## config.mk

```make
export PLATFORM = sky130hd
export DESIGN_NAME = command_line_tokenizer
export DESIGN_NICKNAME = d
export VERILOG_FILES = /design/src/hdl/cltok_pkg.sv /design/src/hdl/cltok_step.sv /design/src/hdl/cltok_out_reg.sv /design/src/hdl/command_line_tokenizer.sv
export SDC_FILE = /design/constraint.sdc
export NUM_CORES = 1
export LEC_CHECK = 0
export BUFFER_PORTS_ARGS = -buffer_cell sky130_fd_sc_hd__buf_4
export CAP_MARGIN = 10
export CORE_MARGIN = 2
export CORE_UTILIZATION = 33
export DETAILED_ROUTE_END_ITERATION = 10
export PLACE_DENSITY_LB_ADDON = 0.12
export SETUP_SLACK_MARGIN = 0.05
export SKIP_CTS_REPAIR_TIMING = 1
export SYNTH_ARGS = -nofsm -noshare
export SYNTH_HDL_FRONTEND = slang
export SYNTH_HIERARCHICAL = 1
export SYNTH_SLANG_ARGS = --single-unit
```

## constraint.sdc

```tcl
create_clock -name clk -period 6 [get_ports clk]
set_clock_uncertainty 0.2 [all_clocks]
set_input_delay 0.3 -clock clk [delete_from_list [all_inputs] [get_ports clk]]
set_output_delay 0.3 -clock clk [all_outputs]
set_load 0.05 [all_outputs]
```

## src/hdl/cltok_pkg.sv

```systemverilog
// Shared types, byte codes and event codes of the command line tokenizer.
package cltok_pkg;

  localparam logic [7:0] CH_SLASH  = 8'h2F;
  localparam logic [7:0] CH_LBRACK = 8'h5B;
  localparam logic [7:0] CH_RBRACK = 8'h5D;
  localparam logic [7:0] CH_DOLLAR = 8'h24;
  localparam logic [7:0] CH_PLUS   = 8'h2B;
  localparam logic [7:0] CH_MINUS  = 8'h2D;
  localparam logic [7:0] CH_COLON  = 8'h3A;
  localparam logic [7:0] CH_COMMA  = 8'h2C;
  localparam logic [7:0] CH_SPACE  = 8'h20;

  typedef enum logic [3:0] {
    EV_CMD_CHAR    = 4'd0,
    EV_CMD_END     = 4'd1,
    EV_ARG_CHAR    = 4'd2,
    EV_ARG_END     = 4'd3,
    EV_FLAG_CHAR   = 4'd4,
    EV_FLAG_END    = 4'd5,
    EV_KEY_CHAR    = 4'd6,
    EV_KEY_DROPPED = 4'd7,
    EV_VAL_CHAR    = 4'd8,
    EV_VAL_END     = 4'd9,
    EV_KEY_END_VAL = 4'd10,
    EV_KEY_END     = 4'd11,
    EV_BLANK       = 4'd12
  } cltok_event_t;

  typedef struct packed {
    logic [7:0] ch;
    logic       end_of_line;
  } cltok_in_t;

  typedef struct packed {
    logic [3:0] event_res;
    logic [7:0] char_out;
    logic       done_res;
  } cltok_out_t;

  typedef struct packed {
    logic in_command_word;
    logic in_key_name;
    logic in_key_value;
    logic in_flag_token;
    logic in_argument;
    logic inside_brackets;
    logic escape_pending;
    logic at_line_start;
    logic key_nonempty;
    logic value_nonempty;
  } cltok_state_t;

  localparam cltok_state_t CLTOK_STATE_RESET = '{
    in_command_word: 1'b1,
    in_key_name:     1'b0,
    in_key_value:    1'b0,
    in_flag_token:   1'b0,
    in_argument:     1'b0,
    inside_brackets: 1'b0,
    escape_pending:  1'b0,
    at_line_start:   1'b1,
    key_nonempty:    1'b0,
    value_nonempty:  1'b0
  };

endpackage

```

## src/hdl/cltok_step.sv

```systemverilog
// Per-byte classification logic: next tokenizer state and the result of one item.
module cltok_step import cltok_pkg::*; (
  input  cltok_state_t state,
  input  cltok_in_t    item,
  output cltok_state_t state_next,
  output logic         emit,
  output cltok_out_t   result
);

  logic [7:0]   c;
  logic         plain_space;
  cltok_state_t n;
  cltok_event_t ev;

  assign c           = item.end_of_line ? CH_SPACE : item.ch;
  assign plain_space = (c == CH_SPACE) && !state.inside_brackets;

  always_comb begin
    n                 = state;
    n.at_line_start   = 1'b0;
    emit              = 1'b0;
    ev                = EV_BLANK;
    if (state.at_line_start && (c == CH_SLASH)) begin
      emit = 1'b0;
    end else if ((c inside {CH_LBRACK, CH_RBRACK}) && !state.escape_pending) begin
      n.inside_brackets = (c == CH_LBRACK);
    end else if ((c == CH_DOLLAR) && !state.escape_pending) begin
      n.escape_pending = 1'b1;
    end else begin
      n.escape_pending = 1'b0;
      emit             = 1'b1;
      if (state.in_command_word) begin
        if (plain_space) begin
          n.in_command_word = 1'b0;
          ev                = EV_CMD_END;
        end else begin
          ev = EV_CMD_CHAR;
        end
      end else if (plain_space) begin
        if (state.in_argument) begin
          ev = EV_ARG_END;
        end else if (state.in_flag_token) begin
          ev = EV_FLAG_END;
        end else if (state.in_key_value) begin
          ev = state.value_nonempty ? EV_VAL_END : EV_KEY_END;
        end else if (state.in_key_name) begin
          ev = EV_KEY_DROPPED;
        end else begin
          ev = EV_BLANK;
        end
        n.in_argument    = 1'b0;
        n.in_flag_token  = 1'b0;
        n.in_key_value   = 1'b0;
        n.in_key_name    = 1'b0;
        n.key_nonempty   = 1'b0;
        n.value_nonempty = 1'b0;
      end else if (!state.in_key_name && !state.in_flag_token && !state.in_key_value &&
                   !state.value_nonempty) begin
        if ((c == CH_PLUS) && !state.inside_brackets) begin
          n.in_key_name = 1'b1;
          emit          = 1'b0;
        end else if ((c == CH_MINUS) && !state.inside_brackets) begin
          n.in_flag_token = 1'b1;
          emit            = 1'b0;
        end else begin
          n.in_argument    = 1'b1;
          n.value_nonempty = 1'b1;
          ev               = EV_ARG_CHAR;
        end
      end else if (state.key_nonempty && !state.inside_brackets &&
                   (c inside {CH_COLON, CH_COMMA})) begin
        if (state.in_key_name) begin
          ev = EV_KEY_END_VAL;
        end else begin
          ev = state.value_nonempty ? EV_VAL_END : EV_BLANK;
        end
        n.in_key_name    = 1'b0;
        n.in_key_value   = 1'b1;
        n.value_nonempty = 1'b0;
      end else if (state.in_key_name) begin
        n.key_nonempty = 1'b1;
        ev             = EV_KEY_CHAR;
      end else begin
        n.value_nonempty = 1'b1;
        if (state.in_flag_token) begin
          ev = EV_FLAG_CHAR;
        end else if (state.in_key_value) begin
          ev = EV_VAL_CHAR;
        end else begin
          ev = EV_ARG_CHAR;
        end
      end
    end
    if (item.end_of_line) begin
      n = CLTOK_STATE_RESET;
    end
  end

  assign state_next       = n;
  assign result.event_res = ev;
  assign result.char_out  = c;
  assign result.done_res  = item.end_of_line;

endmodule

```

## src/hdl/cltok_out_reg.sv

```systemverilog
// Result register: holds one result transaction until the consumer takes it.
module cltok_out_reg import cltok_pkg::*; (
  input  logic       clk,
  input  logic       rst,
  input  logic       load,
  input  cltok_out_t load_data,
  output logic       free,
  output logic       out_valid,
  input  logic       out_ready,
  output cltok_out_t out_data
);

  assign free = !out_valid || out_ready;

  always_ff @(posedge clk) begin
    if (rst) begin
      out_valid <= 1'b0;
    end else if (free) begin
      out_valid <= load;
    end
  end

  always_ff @(posedge clk) begin
    if (free && load) begin
      out_data <= load_data;
    end
  end

endmodule

```

## src/hdl/command_line_tokenizer.sv

```systemverilog
// Top level of the command line tokenizer: input register, state register and result register.
// Accepts one byte transaction per cycle and gives at most one result for each; a byte is
// held in the input register, its result in the result register, with the classification
// and state update done between the two. Skipped bytes (a leading '/', unescaped brackets
// and '$', and the '+' or '-' that opens a key or flag) give no result. The terminator
// transaction always gives one result with done_res set and returns the tokenizer to its
// reset state. The state and result registers, and the input register once it holds a
// byte, stall when a result waits in the result register and the consumer holds out_ready low.
module command_line_tokenizer import cltok_pkg::*; (
  input  logic       clk,
  input  logic       rst,
  input  logic       in_valid,
  output logic       in_ready,
  input  cltok_in_t  in_data,
  output logic       out_valid,
  input  logic       out_ready,
  output cltok_out_t out_data
);

  logic         in_q_valid;
  cltok_in_t    in_q;
  cltok_state_t state;
  cltok_state_t state_next;
  logic         emit;
  cltok_out_t   result;
  logic         out_free;
  logic         advance;

  assign advance  = in_q_valid && out_free;
  assign in_ready = !in_q_valid || advance;

  always_ff @(posedge clk) begin
    if (rst) begin
      in_q_valid <= 1'b0;
    end else if (in_ready) begin
      in_q_valid <= in_valid;
    end
  end

  always_ff @(posedge clk) begin
    if (in_ready) begin
      in_q <= in_data;
    end
  end

  always_ff @(posedge clk) begin
    if (rst) begin
      state <= CLTOK_STATE_RESET;
    end else if (advance) begin
      state <= state_next;
    end
  end

  cltok_step u_step (
    .state      (state),
    .item       (in_q),
    .state_next (state_next),
    .emit       (emit),
    .result     (result)
  );

  cltok_out_reg u_out_reg (
    .clk       (clk),
    .rst       (rst),
    .load      (advance && emit),
    .load_data (result),
    .free      (out_free),
    .out_valid (out_valid),
    .out_ready (out_ready),
    .out_data  (out_data)
  );

  a_eol_emits: assert property (@(posedge clk) disable iff (rst)
    advance && in_q.end_of_line |-> emit)
    else $error("terminator transaction gave no result");

  a_eol_resets: assert property (@(posedge clk) disable iff (rst)
    advance && in_q.end_of_line |=> state == CLTOK_STATE_RESET)
    else $error("state not back to reset after terminator");

  a_cmd_exclusive: assert property (@(posedge clk) disable iff (rst)
    state.in_command_word |-> !(state.in_key_name || state.in_flag_token ||
                                state.in_key_value || state.in_argument))
    else $error("command word overlaps another token kind");

endmodule
```

==> flow_metrics.tcl <==
set metrics [dict create \
    ir_worst_vdd_mv 0.116 \
    cp_max_fo 26 \
    syn_nets 185 \
    root_buffer "clkbuf_8" \
    n_fill_cell 531 \
    ys_seq_elements 34 \
    grt_pass1_wl_mm 6.90 \
    cap_violations 0 \
    multi_input_area_sq_um 805 \
    rows 26 \
    ant_nets 0 \
    antennaDiodeCount 0 \
    power_density_mw_per_mm2 262 \
    synth-edff-count 22 \
    hold_violations 0 \
    fin_nets 217 \
    cts-htree-levels 2 \
    routed_wl_mm 4.30 \
    synth_area_per_cell_sq_um 10.5 \
    fin_total_pwr_mw 0.588 \
    cts.path.max_buffers 2 \
    leakage_nw 0.819 \
    fp.dieH_um 78.1 \
    die-area_sq_mm 0.00610 \
    post-route-util_pct 43.2 \
    port_buffers 27 \
    synth_top_area_share_pct 36.4 \
    wire_per_inst_um 15.6 \
    initial_core_util_pct 34.8 \
    cts_tree "done" \
    cts.clk_slew.worst_paths_ns 0.07 \
    ys_types 57 \
    synth_cells 172 \
    io-pin-count 28 \
    seqCellArea_sq_um 901 \
    overflow 0 \
    synth_area_leaders "edfxtp_1, dfxtp_1, a21oi_1" \
    required_ns 5.90 \
    cp.arrival_ns 2.81 \
    clock_sinks 34 \
    drtPass1Iterations 4 \
    insertion_delay_ns 0.28 \
    drv_slew 0 \
    grtUsageTotal_pct 14.6 \
    crit_path_max_incr_delay_ns 0.70 \
    yosysSeqAreaShare_pct 49.7 \
    yosysTopAreaCell "edfxtp_1" \
    drc 0 \
    post-dp-hpwl_mm 3.04 \
    fmax_mhz 343 \
    endpoint_kind "flop" \
    critPathLaunchType "flop" \
    first_global_vias 1389 \
    antenna_found_initial 0 \
    setup_tns_ns 0 \
    setup_violations 0 \
    final_common_cell "buf_4" \
    holdCritPathClass "in -> reg" \
    synthFlopType "edfxtp_1" \
    yosysWarningCount 6 \
    via_per_inst 5.35 \
    vias 1471 \
    finalWorstPathRequiredPeriod_ns 2.91 \
    status "complete, no violations" \
    final_cell_mix "buf_4, edfxtp_1, nor2_1, a21oi_1, dfxtp_1" \
    fin_crit_sh_pct 48.5 \
    area_growth_pct 24.0 \
    slowest_stage "edfxtp_1" \
    numCtsBuffers 5 \
    core-area_sq_mm 0.00520 \
    worstMarginPinSlew_ns 0.754 \
    grt_max_degree 27 \
    netlist_area_sq_mm 0.00181 \
    worstPathCellList "nor4b_1 > o211ai_1 > a21oi_4 > mux2_1 > o311ai_1" \
    finalWeightedCongestion 0.875 \
    die_x_um 78.1 \
    async_flop_share_pct 0 \
    drt_first_iter_violations 110 \
    layout-drive-gt1-share_pct 23.9 \
    path_class "reg -> reg" \
    relSlewSlack_pct 49.7 \
    rsz0062_at_grt "false" \
]
## Yosys cell counts, types with 2 or more instances
library cell  count
inv_1             8
nand3_1           9
a21bo_2           6
buf_4             3
a211oi_1          3
a211o_1           3
nand2_1           5
o21bai_1          2
a21bo_1           2
and3_1            3
o21ai_0           3
a21oi_2           2
edfxtp_1         22
dfxtp_1          12
nor3_1            3
a31oi_1           3
nand4_1           2
buf_2             2
nor2b_1           7
nor2_1           15
buf_6             3
nor4b_1           3
clkbuf_1          3
o21ai_1           2
o211ai_1          2
a21oi_1          13
## cell type report
cell class                      count  share of cell area [%]
Inverter                            8                    1.34
Clock inverter                      3                    2.84
Multi-Input combinational cell    119                    35.8
Timing Repair Buffer               36                    13.0
Clock buffer                        5                    3.06
Sequential cell                    34                    40.1
Tap cell                           70                    3.90
## through the flow
step / hold slack [ns] / instance area (sq um) / cells / setup WS (ns)
5_1_grt: 0.0840 / 2250 / 275 / 2.87
3_3_place_gp: 0.279 / 2030 / 258 / 3.00
3_5_place_dp: 0.279 / 2030 / 258 / 3.14
4_1_cts: -0.0226 / 2160 / 266 / 3.13
6_report: 0.0664 / 2250 / 275 / 3.09
2_1_floorplan: 0.162 / 1810 / 172 / 3.67
## flip-flops by register name, summed over array words and instances (netlist names)
signal and flops:
in_q 9, in_q_valid 1, state 10, u_out_reg/out_data 13, u_out_reg/out_valid 1
## cell families (layout without fill, tap and decap cells)
group	Yosys count	count (layout)	share of synthesized area, %
DFF	34	34	49.7
and+or+nand+nor	62	62	20.0
muxes	2	2	1.17
xor gates and xnor gates	1	1	0.483
buffers and inverters	19	52	5.93
AOI/OAI and AO/OA	54	54	22.7
## layer usage
layer / up-vias / GRT usage (%) / part of all wire, %
li1: 710 / - / -
met1: 710 / 19.8 / 46
met2: 45 / 22.0 / 47
met3: 6 / 3.56 / 5.3
met4: 0 / 6.49 / 1.4
met5: - / 0 / 0
## where the power goes
group | internal (mW) | switching, mW | total [mW]
clock | 0.164 | 0.0809 | 0.245
combinational | 0.0282 | 0.0416 | 0.0698
sequential | 0.261 | 0.0124 | 0.273
## critical path, delay by kind of cell (launching register included)
family | cells | cell delay [ns]
AOI/OAI and AO/OA | 3 | 0.80
DFF | 1 | 0.70
muxes | 1 | 0.36
and+or+nand+nor | 1 | 0.64
## worst paths after layout
path             from                endpoint  slack (ns)  cells past startpoint
min reg2reg  state[2]                state[2]        0.31                      1
min          in_valid              in_q_valid        0.07                      3
max           in_q[0]  u_out_reg/out_data[11]        3.09                      5
max reg2reg   in_q[0]  u_out_reg/out_data[11]        3.09                      5
Power figures use the tool's default switching activity.
